<file path="src/sv/altitude_inertial_filter_core_macros.svh">
// ---------------------------------------------------------------------------
// Assertion macros for the altitude inertial filter
// Concurrent assertion forms used by the filter's controller.
// ---------------------------------------------------------------------------
`ifndef ALTITUDE_INERTIAL_FILTER_CORE_MACROS_SVH
`define ALTITUDE_INERTIAL_FILTER_CORE_MACROS_SVH

// Same-cycle implication, checked outside reset.
`define AIF_ASSERT_IMPL(label, clk, rst_n, ante, cons) \
    label: assert property (@(posedge clk) disable iff (!rst_n) (ante) |-> (cons)) \
        else $error("aif assertion failed");

// Next-cycle implication, checked outside reset.
`define AIF_ASSERT_NEXT(label, clk, rst_n, ante, cons) \
    label: assert property (@(posedge clk) disable iff (!rst_n) (ante) |=> (cons)) \
        else $error("aif assertion failed");

`endif

</file>
<file path="src/sv/aif_pkg.sv">
// ---------------------------------------------------------------------------
// Altitude inertial filter package
// Shared command type, operation codes, register indexes and saturation.
// ---------------------------------------------------------------------------
package aif_pkg;

    localparam int WW = 68;
    typedef logic signed [WW-1:0] wide_t;

    localparam logic [1:0] REG_BARO_W  = 2'd0;
    localparam logic [1:0] REG_ACCEL_W = 2'd1;
    localparam logic [1:0] REG_BIAS_W  = 2'd2;
    localparam logic [1:0] REG_GRAVITY = 2'd3;

    localparam logic [4:0] OP_BARO  = 5'd0;
    localparam logic [4:0] OP_SUM   = 5'd1;
    localparam logic [4:0] OP_ACORR = 5'd2;
    localparam logic [4:0] OP_T1    = 5'd3;
    localparam logic [4:0] OP_T2    = 5'd4;
    localparam logic [4:0] OP_UA    = 5'd5;
    localparam logic [4:0] OP_UB    = 5'd6;
    localparam logic [4:0] OP_UC    = 5'd7;
    localparam logic [4:0] OP_AD    = 5'd8;
    localparam logic [4:0] OP_VD    = 5'd9;
    localparam logic [4:0] OP_PRED  = 5'd10;
    localparam logic [4:0] OP_BQ1   = 5'd11;
    localparam logic [4:0] OP_BQ2   = 5'd12;
    localparam logic [4:0] OP_BM    = 5'd13;
    localparam logic [4:0] OP_BY    = 5'd14;
    localparam logic [4:0] OP_DIV3  = 5'd15;
    localparam logic [4:0] OP_AQ1   = 5'd16;
    localparam logic [4:0] OP_AQ2   = 5'd17;

    // Magic multiplier for signed truncating division by three.
    localparam logic signed [32:0] DIV3_MAGIC = 33'sh055555556;

    typedef struct packed {
        logic [4:0] op;
        logic [1:0] lane;
        logic       wb;
        logic       capture;
        logic       load_out;
    } cmd_t;

    function automatic logic signed [31:0] sat32(input wide_t x);
        if (x > wide_t'(32'sh7fffffff))
        begin
            return 32'sh7fffffff;
        end
        if (x < wide_t'(-32'sh7fffffff - 32'sh1))
        begin
            return 32'sh80000000;
        end
        return x[31:0];
    endfunction

endpackage

</file>
<file path="src/sv/aif_ctrl.sv">
// ---------------------------------------------------------------------------
// Altitude inertial filter controller
// Sequences the datapath operations of one tick and owns the handshakes.
// ---------------------------------------------------------------------------
`include "altitude_inertial_filter_core_macros.svh"

module aif_ctrl (
    input  logic          clk,
    input  logic          rst_n,
    input  logic          in_valid,
    output logic          in_ready,
    input  logic          in_ready_req,
    output logic          out_valid,
    input  logic          out_ready,
    output aif_pkg::cmd_t cmd
);
    import aif_pkg::*;

    localparam logic [1:0] S_IDLE = 2'd0;
    localparam logic [1:0] S_RUN  = 2'd1;
    localparam logic [1:0] S_FIN  = 2'd2;
    localparam logic [4:0] LAST_STEP = 5'd25;

    logic [1:0] state_reg, state_next;
    logic [4:0] step_reg, step_next;
    logic       phase_reg, phase_next;
    logic       out_valid_reg, out_valid_next;
    logic [4:0] op_sel;
    logic [1:0] lane_sel;
    logic       accept;

    // Fixed program of one tick, one operation per step.
    always_comb
    begin
        lane_sel = 2'd0;
        case (step_reg)
            5'd0:  op_sel = OP_BARO;
            5'd1:  op_sel = OP_SUM;
            5'd2:  begin op_sel = OP_SUM; lane_sel = 2'd1; end
            5'd3:  begin op_sel = OP_SUM; lane_sel = 2'd2; end
            5'd4:  op_sel = OP_ACORR;
            5'd5:  op_sel = OP_T1;
            5'd6:  op_sel = OP_T2;
            5'd7:  op_sel = OP_UA;
            5'd8:  op_sel = OP_UB;
            5'd9:  op_sel = OP_UC;
            5'd10: begin op_sel = OP_UA; lane_sel = 2'd1; end
            5'd11: begin op_sel = OP_UB; lane_sel = 2'd1; end
            5'd12: begin op_sel = OP_UC; lane_sel = 2'd1; end
            5'd13: begin op_sel = OP_UA; lane_sel = 2'd2; end
            5'd14: begin op_sel = OP_UB; lane_sel = 2'd2; end
            5'd15: begin op_sel = OP_UC; lane_sel = 2'd2; end
            5'd16: op_sel = OP_AD;
            5'd17: op_sel = OP_VD;
            5'd18: op_sel = OP_PRED;
            5'd19: op_sel = OP_BQ1;
            5'd20: op_sel = OP_BQ2;
            5'd21: op_sel = OP_BM;
            5'd22: op_sel = OP_BY;
            5'd23: op_sel = OP_DIV3;
            5'd24: op_sel = OP_AQ1;
            5'd25: op_sel = OP_AQ2;
            default: op_sel = OP_BARO;
        endcase
    end

    assign in_ready = (state_reg == S_IDLE);
    assign accept   = in_valid && in_ready;

    always_comb
    begin
        state_next     = state_reg;
        step_next      = step_reg;
        phase_next     = phase_reg;
        cmd.op         = op_sel;
        cmd.lane       = lane_sel;
        cmd.wb         = 1'b0;
        cmd.capture    = accept;
        cmd.load_out   = 1'b0;
        out_valid_next = out_valid_reg && !out_ready;
        case (state_reg)
            S_IDLE:
            begin
                step_next  = 5'd0;
                phase_next = 1'b0;
                if (accept)
                begin
                    state_next = in_ready_req ? S_RUN : S_FIN;
                end
            end
            S_RUN:
            begin
                cmd.wb     = phase_reg;
                phase_next = !phase_reg;
                if (phase_reg)
                begin
                    if (step_reg == LAST_STEP)
                    begin
                        state_next = S_FIN;
                    end
                    else
                    begin
                        step_next = step_reg + 5'd1;
                    end
                end
            end
            S_FIN:
            begin
                if (!out_valid_reg || out_ready)
                begin
                    cmd.load_out   = 1'b1;
                    out_valid_next = 1'b1;
                    state_next     = S_IDLE;
                end
            end
            default:
            begin
                state_next = S_IDLE;
            end
        endcase
    end

    always_ff @(posedge clk or negedge rst_n)
    begin
        if (!rst_n)
        begin
            state_reg     <= S_IDLE;
            step_reg      <= 5'd0;
            phase_reg     <= 1'b0;
            out_valid_reg <= 1'b0;
        end
        else
        begin
            state_reg     <= state_next;
            step_reg      <= step_next;
            phase_reg     <= phase_next;
            out_valid_reg <= out_valid_next;
        end
    end

    assign out_valid = out_valid_reg;

    `AIF_ASSERT_NEXT(a_skip_goes_fin, clk, rst_n, accept && !in_ready_req, state_reg == S_FIN)
    `AIF_ASSERT_IMPL(a_step_in_range, clk, rst_n, state_reg == S_RUN, step_reg <= LAST_STEP)
    `AIF_ASSERT_IMPL(a_load_slot_free, clk, rst_n, cmd.load_out, !out_valid_reg || out_ready)
    `AIF_ASSERT_NEXT(a_result_held, clk, rst_n, out_valid_reg && !out_ready, out_valid_reg)

endmodule

</file>
<file path="config.mk">
export PLATFORM = sky130hd
export DESIGN_NAME = aif_ctrl
export DESIGN_NICKNAME = d
export VERILOG_FILES = /design/src/sv/aif_pkg.sv /design/src/sv/aif_ctrl.sv
export VERILOG_INCLUDE_DIRS = /design/src /design/src/sv
export SDC_FILE = /design/constraint.sdc
export NUM_CORES = 1
export LEC_CHECK = 0
export ABC_CLOCK_PERIOD_IN_PS = 4860
export BUFFER_PORTS_ARGS = -buffer_cell sky130_fd_sc_hd__buf_2
export CAP_MARGIN = 15
export CORE_MARGIN = 2
export CORE_UTILIZATION = 57
export CTS_BUF_LIST = sky130_fd_sc_hd__clkbuf_4 sky130_fd_sc_hd__clkbuf_8 sky130_fd_sc_hd__clkbuf_16
export DETAILED_ROUTE_END_ITERATION = 10
export GPL_TIMING_DRIVEN = 0
export PLACE_DENSITY = 0.9
export SLEW_MARGIN = 20
export SYNTH_ARGS = -nofsm -noshare
export SYNTH_HDL_FRONTEND = slang
export SYNTH_SLANG_ARGS = --single-unit
export TNS_END_PERCENT = 30
</file>
<file path="constraint.sdc">
create_clock -name clk -period 4.86 [get_ports clk]
set_clock_uncertainty 0.15 [all_clocks]
set_input_delay 0.972 -clock clk [delete_from_list [all_inputs] [get_ports clk]]
set_output_delay 0.972 -clock clk [all_outputs]
set_load 0.01 [all_outputs]
</file>
Yosys cells after proc, flatten, opt, wreduce, memory -nomap -nowiden:

Index checks and enable logic that the tools add are counted.

* flip-flop bits (word level): 9
* input bits: 5
* output and inout bits: 12
* word-level logic and storage cells: 70

* add/subtract/negate cells: 1
* eq/ne operators: 32
* mux-type cells: 17
* reductions and logical operators: 16

Operators by type and width (count)
* 5-bit case mux with 17 select lines: 1
* 5-bit equality test, second input constant: 10
* 5-bit by 4-bit equality test with 1-bit output, second input constant: 8
* 5-bit by 3-bit equality test with 1-bit output, second input constant: 4
* 3-bit OR reduction: 4
* 5-bit by 2-bit equality test with 1-bit output, second input constant: 2
* 2-bit two-way mux: 5
* 5-bit two-way mux: 2
* 5-bit case mux with 2 select lines: 1
* 2-bit != test, second input constant: 4
* 4-bit OR reduction: 2
* 2-bit case mux with 3 select lines: 1
* 5-bit by 1-bit adder with 5-bit output, second input constant: 1
* 5-bit by 1-bit equality test with 1-bit output, second input constant: 1
* 1-bit two-way mux: 5
* 2-bit case mux with 2 select lines: 1
* 4-bit AND reduction: 1
* 1-bit zero test: 3
* 3-bit AND reduction: 1
* 2-bit by 1-bit equality test with 1-bit output, second input constant: 1
* 2-bit equality test, second input constant: 1
* 1-bit logical AND: 2
* 2-bit zero test: 1
* 2-bit by 1-bit != test with 1-bit output, second input constant: 1
* other kinds (3): 3

Depth between registers and ports, before layout:

Gate-level depths: netlist of run 1.

* depth in word-level cells: 4
* mapped depth: 6
* depth with buffers taken out: 5

Worst setup path before layout of run 1:

OpenSTA, ideal clock, no wires.

* path kind: reg2out
* from: reg step_reg[1]
* to: out cmd[5] (netlist bit)
* arrival: 1439 ps
* required time: 3738 ps
* slack: 2299 ps
* cell stages (with the launch flop): 7
* buffers on the path: 1
* cell sequence: dfrtp_1 -> inv_1 -> ha_1 -> buf_2 -> mux2_1 -> a32oi_1 -> o2111ai_1

RTL lines
* start: declaration: RTL line aif_ctrl.sv:25 `logic [4:0] step_reg, step_next;`
* start signal: assignment: RTL line aif_ctrl.sv:135 `step_reg <= step_next;`
* end: declaration: RTL line aif_ctrl.sv:15 `output aif_pkg::cmd_t cmd`

==> flow_summary.yaml, run 1 <==
power:
  comb_power_share: 0.493
  leakage_uw: 0.000477
  ir_drop_uv: 329
  internal_power_uw: 202
  clock_power_share: 0.181
  power.switching_uw: 161
  sequentialPowerShare: 0.327
  power.density_nw_per_um2: 386
  switching_share: 0.443
sta:
  max_freq_mhz: 327
  fin_tns_setup_ns: 0
  worst_pin_slew_ns: 0.363
  finalSetupViolations: 0
  final_hold_viol_count: 0
  timing.final.crit_share: 0.629
  rsz0062_at_grt: "no"
  holdWs_ns: 0.391
  period_minus_slack_ns: 3.06
  drv_slew: 0
  max_slew_margin: 0.754
job:
  maxCapViolations: 0
grt:
  grt_max_degree: 11
  antenna_found_initial: 0
  grtUsageTotal: 0.240
  grt_pass1_vias: 736
  grt_pass1_wl_um: 3250
  globalRouteOverflowTotal: 0
critical_path:
  arrival_ns: 1.94
  end_kind: "primary output"
  cp.required_ns: 3.74
  path_buf_inv: 3
  critical_path.top_delay_family: "buffers and inverters"
  crit_top_cell: "buf_2"
  crit_type: "flop to primary output"
  crit_path_max_fanout: 9
  path_cells: "inv_1, ha_1, buf_2, mux2_1, a32oi_1, o2111ai_1, buf_2"
  crit_path_start_kind: "flop"
  cpPeakStageDelay_ns: 0.41
  crit_slowest_cell: "dfrtp_1"
floorplan:
  core_um2: 1320
  row_count: 13
  io_pins: 17
  die_y_um: 41.7
  start_util: 0.614
  dieArea_um2: 1740
  die_x_um: 41.7
finish:
  n_antenna_cell: 0
  largest_reg_flops: 5
  nets: 128
  drive_above_1_share: 0.248
  nFillCells: 114
  final_common_cell: "buf_2"
  layout_common_cells: "buf_2 (20), inv_1 (9), dfrtp_1 (9), nand2_1 (7), o21ai_0 (7)"
  syn_to_final_growth_pct: 15.9
synth:
  synthXorXnorAreaFrac: 0
  synthCells: 97
  syn_nets: 107
  synth_top_family_by_area: "simple AND/OR/NAND/NOR gates"
  ys_types: 38
  synthAdderAreaFrac: 0.0773
  synth_warnings: 0
  synth_top_area_cell: "dfrtp_1"
  synthesis.area_um2: 810
  avgSynthCellArea_um2: 8.35
  yosys-top-cells-area: "dfrtp_1 (28%), ha_1 (7.7%), o21ai_0 (4.3%), o311ai_1 (4.3%), inv_1 (4.2%)"
  synth_compound_area_frac: 0.230
  yosysTopAreaCellShare: 0.278
  synth_simple_gate_area_share: 0.278
  ys_ff_latch: 9
  yosysSeqAreaShare: 0.278
  synthMuxAreaShare: 0.0417
detailed_routing:
  wirelength_um: 1940
  dr.pass1.iters: 4
  wire_per_inst_um: 14.7
  viasPerCell: 6.11
  drc: 0
  drt_iter0_markers: 25
  ant_nets: 0
  num_vias: 806
outcome:
  status: "complete, no violations"
clock_tree:
  cts_max_level: 1
  post_cts_resized: 0
  cts.sinks: 9
  cts_tree: "done"
  clk_pin_slew_ns: 0.06
  cts_buffers: 3
  cts-root-buf: "clkbuf_4"
  clk_path_buf_depth: 2
  clk_latency_ns: 0.27
  post-cts-setup-buffers: 0
  ctsHoldBuffers: 0
placed_design:
  dpl.hpwl_um: 1450
  portBuffers: 16
  gp_congestion: 0.852
hold_path:
  hp-class: "input pin to asynchronous set/reset pin"
final timing paths:
kind                       depth (start not counted)                     from                       end  slack [ns]
max in group asynchronous                          1                    rst_n   step_reg[0]$_DFFE_PN0P_        3.98
min in group clk                                   2      out_valid$_DFF_PN0_       out_valid$_DFF_PN0_        0.45
setup / recovery                                   7  step_reg[1]$_DFFE_PN0P_                    cmd[5]        1.80
hold / removal                                     1                    rst_n  state_reg[0]$_DFFE_PN0P_        0.39
setup reg to reg                                   6  step_reg[1]$_DFFE_PN0P_   step_reg[0]$_DFFE_PN0P_        3.02
hold reg to reg                                    2      out_valid$_DFF_PN0_       out_valid$_DFF_PN0_        0.45
power by group through the flow:
stage                     clock, uW  combinational, uW  sequential [uW]
after floorplan                   0                125              116
final                          65.4                179              118
after CTS                      66.0                178              118
after global placement            0                169              117
after detailed placement          0                178              119
after global routing           69.3                200              122
through the flow:
step	cell area, um2	setup WS [ns]	std cells	utilization	total power, uW
after global routing	938	1.68	132	0.712	391
after detailed placement	908	2.10	128	0.689	298
after global placement	908	2.13	128	0.689	287
after floorplan	810	2.30	97	-	241
final	938	1.80	132	0.712	362
after CTS	938	1.81	132	0.712	362
worst reg2reg max path, stage by stage, from the launching register on:
cell	delay (ns)
dfrtp_1	0.42
inv_1	0.11
ha_1	0.14
buf_2	0.22
nand4b_4	0.19
and2_1	0.23
o311ai_1	0.27
layer usage:
| metal | vias up | global-route usage | routed length, um |
|---|---|---|---|
| li1 | 395 | - | - |
| met1 | 390 | 0.288 | 840 |
| met2 | 19 | 0.416 | 1000 |
| met3 | 2 | 0.0783 | 91 |
| met4 | 0 | 0.0516 | 6 |
| met5 | - | 0 | 0 |
synthesized netlist by cell type:
cell type / n
o311ai_1: 4
o31a_1: 1
buf_2: 4
and3_1: 1
a32oi_1: 1
nor2b_1: 3
nand2b_1: 2
o22ai_1: 1
o21ai_0: 7
nand3b_1: 1
clkbuf_1: 1
o31ai_1: 2
or3b_1: 1
nor2_1: 2
buf_4: 1
o2111ai_1: 1
inv_1: 9
a21oi_1: 6
dfrtp_1: 9
nand4b_1: 1
a21o_1: 1
or3_1: 1
nand4b_4: 1
mux2_2: 1
o211ai_1: 2
nor3_1: 3
nor4_1: 2
nand2_1: 7
nand3_1: 1
and2_1: 3
ha_1: 5
mux2_1: 2
o21a_1: 1
nand4_1: 4
a21oi_2: 1
nor3b_1: 2
buf_6: 1
and2b_1: 1
cell families (layout without fill, tap and decap cells):
family,after synthesis,after routing
and+or+nand+nor,36,36
DFF,9,9
muxes,3,3
adders and majority gates,5,5
buffers and inverters,16,36
AOI/OAI and AO/OA,28,28
layout make-up:
class	instances	area, um2	share of cell area
tap	15	18.8	0.0200
clock buffer	4	30.0	0.0320
buffer	7	42.5	0.0453
inverter	9	33.8	0.0360
timing repair buffer	16	80.1	0.0853
sequential	9	225	0.240
multi-input combinational	72	508	0.541
No activity file was read; power rests on OpenSTA's default activity.
==> inputs of run 2 (changes only) <==
--- a/config.mk
+++ b/config.mk
@@ -6,15 +6,15 @@
 export SDC_FILE = /design/constraint.sdc
 export NUM_CORES = 1
 export LEC_CHECK = 0
-export ABC_CLOCK_PERIOD_IN_PS = 4860
+export ABC_CLOCK_PERIOD_IN_PS = 2500
 export BUFFER_PORTS_ARGS = -buffer_cell sky130_fd_sc_hd__buf_2
 export CAP_MARGIN = 15
 export CORE_MARGIN = 2
-export CORE_UTILIZATION = 57
+export CORE_UTILIZATION = 47
 export CTS_BUF_LIST = sky130_fd_sc_hd__clkbuf_4 sky130_fd_sc_hd__clkbuf_8 sky130_fd_sc_hd__clkbuf_16
 export DETAILED_ROUTE_END_ITERATION = 10
 export GPL_TIMING_DRIVEN = 0
-export PLACE_DENSITY = 0.9
+export PLACE_DENSITY = 0.8
 export SLEW_MARGIN = 20
 export SYNTH_ARGS = -nofsm -noshare
 export SYNTH_HDL_FRONTEND = slang
==> constraint.sdc (replaced) <==
create_clock -name clk -period 2.5 [get_ports clk]
set_clock_uncertainty 0.15 [all_clocks]
set_input_delay 0.5 -clock clk [delete_from_list [all_inputs] [get_ports clk]]
set_output_delay 0.5 -clock clk [all_outputs]
set_load 0.01 [all_outputs]
==> run 2 against run 1 <==
Die area is 19% higher; global-route usage is 3.1 points lower; sequential share of layout area is 2.3 points lower; via count is 0.62% lower; critical endpoint unchanged; largest power group unchanged.
==> flow_summary.yaml, run 2 (same netlist as run 1, synthesis figures left out) <==
detailed_routing:
  wire_per_inst_um: 13.8
  drc: 0
  ant_nets: 0
  wirelength_um: 1860
  dr.pass1.iters: 4
  viasPerCell: 5.93
  drt_iter0_markers: 28
  num_vias: 801
clock_tree:
  clk_pin_slew_ns: 0.06
  cts-root-buf: "clkbuf_4"
  cts_buffers: 3
  clk_latency_ns: 0.27
  cts.sinks: 9
  cts_max_level: 1
  clk_path_buf_depth: 2
  cts_tree: "done"
finish:
  multiInputGateArea_um2: 589
  nFillCells: 119
  n_antenna_cell: 0
  layout_common_cells: "buf_2 (18), inv_1 (7), nand2_1 (7), o21ai_0 (7), dfrtp_1 (7)"
  final_common_cell: "buf_2"
  nets: 130
  syn_to_final_growth_pct: 29.5
  register_area_um2: 228
  stdcell_count: 135
  largest_reg_flops: 5
  drive_above_1_share: 0.361
placed_design:
  gp_congestion: 0.773
  dpl.hpwl_um: 1300
  place_inst: 129
  portBuffers: 16
power:
  leakage_uw: 0.000488
  report.power.total_uw: 782
  power.density_nw_per_um2: 746
  ir_drop_uv: 542
sta:
  worst_pin_slew_ns: 0.374
  drv_slew: 0
  fin_tns_setup_ns: 0
  period_minus_slack_ns: 2.43
  timing.final.crit_share: 0.972
  final_hold_viol_count: 0
  finalSetupViolations: 0
  rsz0062_at_grt: "no"
  holdWs_ns: 0.286
  max_slew_margin: 0.751
  max_freq_mhz: 411
critical_path:
  crit_path_max_fanout: 8
  arrival_ns: 1.78
  crit_type: "flop to primary output"
  cp.required_ns: 1.85
  end_kind: "primary output"
  crit_path_start_kind: "flop"
hold_path:
  hp-class: "input pin to flop"
floorplan:
  row_count: 14
  io_pins: 17
  dieArea_um2: 2070
  core_um2: 1560
  die_x_um: 45.5
  die_y_um: 45.5
  start_util: 0.519
job:
  maxCapViolations: 0
outcome:
  status: "complete, no violations"
grt:
  grtUsageMet3: 0.0714
  grt_pass1_wl_um: 3020
  grt_max_degree: 11
  grt_busiest_layer: "met2"
  use_met1: 0.275
  antenna_found_initial: 0
  grt_use_met2: 0.318
  grt_pass1_vias: 664
  grtUsageTotal: 0.209
  globalRouteOverflowTotal: 0
run 2: what timing repair did:
action | 4_1_cts | 5_1_grt
setup buffers | 2 | 0
hold buffers | 1 | 0
endpoints found under the setup margin | 3 | 3
endpoints found under the hold margin | 9 | 0
pin swaps | 1 | 4
resized for setup | 2 | 19
run 2: metrics by stage:
| step | instance area (um2) | worst slack [ns] | util |
|---|---|---|---|
| 2_1_floorplan | 810 | 0.411 | - |
| 3_3_place_gp | 910 | 0.224 | 0.583 |
| 3_5_place_dp | 910 | 0.221 | 0.583 |
| 4_1_cts | 965 | 0.00312 | 0.619 |
| 5_1_grt | 1050 | 0.0109 | 0.673 |
| 6_report | 1050 | 0.0697 | 0.673 |
run 2: final timing paths:
| check | slack [ns] | cells past startpoint | end | startpoint |
|---|---|---|---|---|
| max | 0.07 | 6 | cmd[5] | step_reg[1]$_DFFE_PN0P_ |
| max in group asynchronous | 1.55 | 2 | step_reg[1]$_DFFE_PN0P_ | rst_n |
| min in group asynchronous | 0.46 | 2 | step_reg[4]$_DFFE_PN0P_ | rst_n |
| max reg2reg | 0.79 | 5 | step_reg[0]$_DFFE_PN0P_ | step_reg[1]$_DFFE_PN0P_ |
| min reg2reg | 0.43 | 2 | step_reg[1]$_DFFE_PN0P_ | step_reg[1]$_DFFE_PN0P_ |
| min | 0.29 | 2 | out_valid$_DFF_PN0_ | out_ready |
run 2: report_power, final:
| part | leakage [uW] | internal, uW | switching [uW] |
|---|---|---|---|
| clock network | 0.0000184 | 72.3 | 50.5 |
| registers | 0.000117 | 185 | 56.6 |
| logic | 0.000353 | 191 | 226 |
| total | 0.000488 | 449 | 333 |
run 2: critical path, cell delays in order (launching register included):
cell and delay, ns:
dfrtp_2 0.44, buf_4 0.16, ha_4 0.18, mux2_4 0.27, a32oi_2 0.17, o2111ai_1 0.13
buf_2 0.16
run 2: per-layer routing:
metal  share of wire  wire [um]  vias to the layer above
met1            0.46        847                      376
li1                -          -                      406
met2            0.49        911                       15
met3           0.040         75                        4
met5               0          0                        -
met4           0.013         24                        0
run 2: area by class of cell:
cell class / count / share of cell area
buffer: 6 / 0.0382
clock buffer: 4 / 0.0286
multi-input combinational: 72 / 0.562
timing repair buffer: 19 / 0.100
sequential: 9 / 0.217
tap: 16 / 0.0191
inverter: 9 / 0.0346
==> inputs of run 3 (changes only) <==
--- a/config.mk
+++ b/config.mk
@@ -9,7 +9,6 @@
 export ABC_CLOCK_PERIOD_IN_PS = 2500
 export BUFFER_PORTS_ARGS = -buffer_cell sky130_fd_sc_hd__buf_2
 export CAP_MARGIN = 15
-export CORE_MARGIN = 2
 export CORE_UTILIZATION = 47
 export CTS_BUF_LIST = sky130_fd_sc_hd__clkbuf_4 sky130_fd_sc_hd__clkbuf_8 sky130_fd_sc_hd__clkbuf_16
 export DETAILED_ROUTE_END_ITERATION = 10
==> run 3 against run 2 <==
Combinational power grew 2%; count of clock-buffer cells in the layout stayed put; critical path depth stayed put; wire length is 6.8% higher; core utilization is the same; power rose by 0.95%; sequential power about the same; final area unchanged; critical path type unchanged; largest cell class unchanged.
==> flow_summary.yaml, run 3 (same netlist as run 1, synthesis figures left out) <==
power:
  power.density_nw_per_um2: 753
  ir_drop_uv: 593
  comb_power_share: 0.541
  report.power.total_uw: 789
  leakage_uw: 0.000498
  internal_power_uw: 451
  clock_power_share: 0.151
  power.switching_uw: 339
  switching_share: 0.429
  sequentialPowerShare: 0.308
floorplan:
  start_util: 0.519
  dieArea_um2: 1890
  die_x_um: 43.5
  die_y_um: 43.5
  io_pins: 17
  core_um2: 1560
  row_count: 14
sta:
  timing.final.crit_share: 0.975
  finalSetupViolations: 0
  worst_pin_slew_ns: 0.447
  period_minus_slack_ns: 2.44
  fin_tns_setup_ns: 0
  timing.final.ws_setup_ns: 0.0617
  max_freq_mhz: 410
  holdWs_ns: 0.309
  drv_slew: 0
  max_slew_margin: 0.702
  final_hold_viol_count: 0
detailed_routing:
  num_vias: 819
  wire_per_inst_um: 14.5
  ant_nets: 0
  drt_iter0_markers: 16
  wirelength_um: 1980
  drc: 0
  viasPerCell: 5.98
  dr.pass1.iters: 4
critical_path:
  crit_path_start_kind: "flop"
  path_cells: "buf_4, ha_4, mux2_1, a32oi_2, o2111ai_1, buf_2"
  crit_type: "flop to primary output"
  path_buf_inv: 2
  crit_slowest_cell: "dfrtp_2"
  arrival_ns: 1.79
  end_kind: "primary output"
  critical_path.top_delay_family: "flip-flops"
  crit_path_max_fanout: 8
  cpPeakStageDelay_ns: 0.44
  cp.required_ns: 1.85
grt:
  grt_pass1_vias: 666
  grtUsageTotal: 0.211
  globalRouteOverflowTotal: 0
  grt_max_degree: 11
  grt_pass1_wl_um: 3000
  antenna_found_initial: 0
placed_design:
  post-place-ws_ns: 0.212
  gp_congestion: 0.816
  dpl.hpwl_um: 1280
  portBuffers: 16
job:
  maxCapViolations: 0
finish:
  layout_common_cells: "buf_2 (18), inv_1 (7), nand2_1 (7), o21ai_0 (7), dfrtp_1 (7)"
  nets: 132
  drive_above_1_share: 0.355
  n_antenna_cell: 0
  final_common_cell: "buf_2"
  syn_to_final_growth_pct: 29.5
  nFillCells: 135
  largest_reg_flops: 5
clock_tree:
  cts_buffers: 3
  clk_latency_ns: 0.26
  cts.sinks: 9
  cts_tree: "done"
  clk_path_buf_depth: 2
  cts-root-buf: "clkbuf_4"
  cts_max_level: 1
  clk_pin_slew_ns: 0.06
outcome:
  status: "complete, no violations"
hold_path:
  hp-class: "input pin to flop"
## run 3: power by group through the flow
stage	registers [uW]	clock network [uW]	logic, uW
floorplan	225	0	243
finish	243	119	427
CTS	227	122	361
detailed placement	231	0	339
global route	251	134	468
global placement	229	0	333
## run 3: area by class of cell
class | instances | area [um2] | area share
repair buffers | 21 | 120 | 0.115
clock buffers | 4 | 30.0 | 0.0286
plain buffers | 6 | 40.0 | 0.0382
flip-flops and latches | 9 | 228 | 0.217
inverters | 9 | 36.3 | 0.0346
multi-input cells | 72 | 574 | 0.548
well taps | 16 | 20.0 | 0.0191
## run 3: path summary, 6_finish.rpt
check	startpoint	endpoint	slack (ns)	cells after the start
max	step_reg[1]$_DFFE_PN0P_	cmd[5]	0.06	6
min	out_ready	out_valid$_DFF_PN0_	0.31	2
max reg2reg	step_reg[1]$_DFFE_PN0P_	step_reg[4]$_DFFE_PN0P_	0.77	5
min reg2reg	out_valid$_DFF_PN0_	out_valid$_DFF_PN0_	0.44	2
max in group asynchronous	rst_n	step_reg[1]$_DFFE_PN0P_	1.54	2
min in group asynchronous	rst_n	state_reg[1]$_DFFE_PN0P_	0.47	2
## run 3: worst reg2reg max path: stages, from the launching register on
cell	delay, ns
dfrtp_2	0.44
inv_2	0.12
ha_4	0.21
nand4b_4	0.16
and2_1	0.23
o311ai_1	0.30
## run 3: what timing repair did
action / 4_1_cts / 5_1_grt
hold endpoints to repair: 9 / 0
buffers inserted: 2 / 2
pin swaps: 1 / 3
hold buffers: 1 / 0
setup endpoints to repair: 3 / 3
resized for setup: 3 / 15
## run 3: per-stage QoR
| step | util | instances | instance area (um2) |
|---|---|---|---|
| CTS | 0.620 | 135 | 967 |
| finish | 0.673 | 137 | 1050 |
| floorplan | - | 97 | 810 |
| global placement | 0.583 | 129 | 910 |
| detailed placement | 0.583 | 129 | 910 |
| global route | 0.673 | 137 | 1050 |
## run 3: routing by layer
metal,part of all wire,track usage
met1,0.46,0.303
met5,0,0
met3,0.037,0.0625
met4,0,0.0375
met2,0.50,0.321
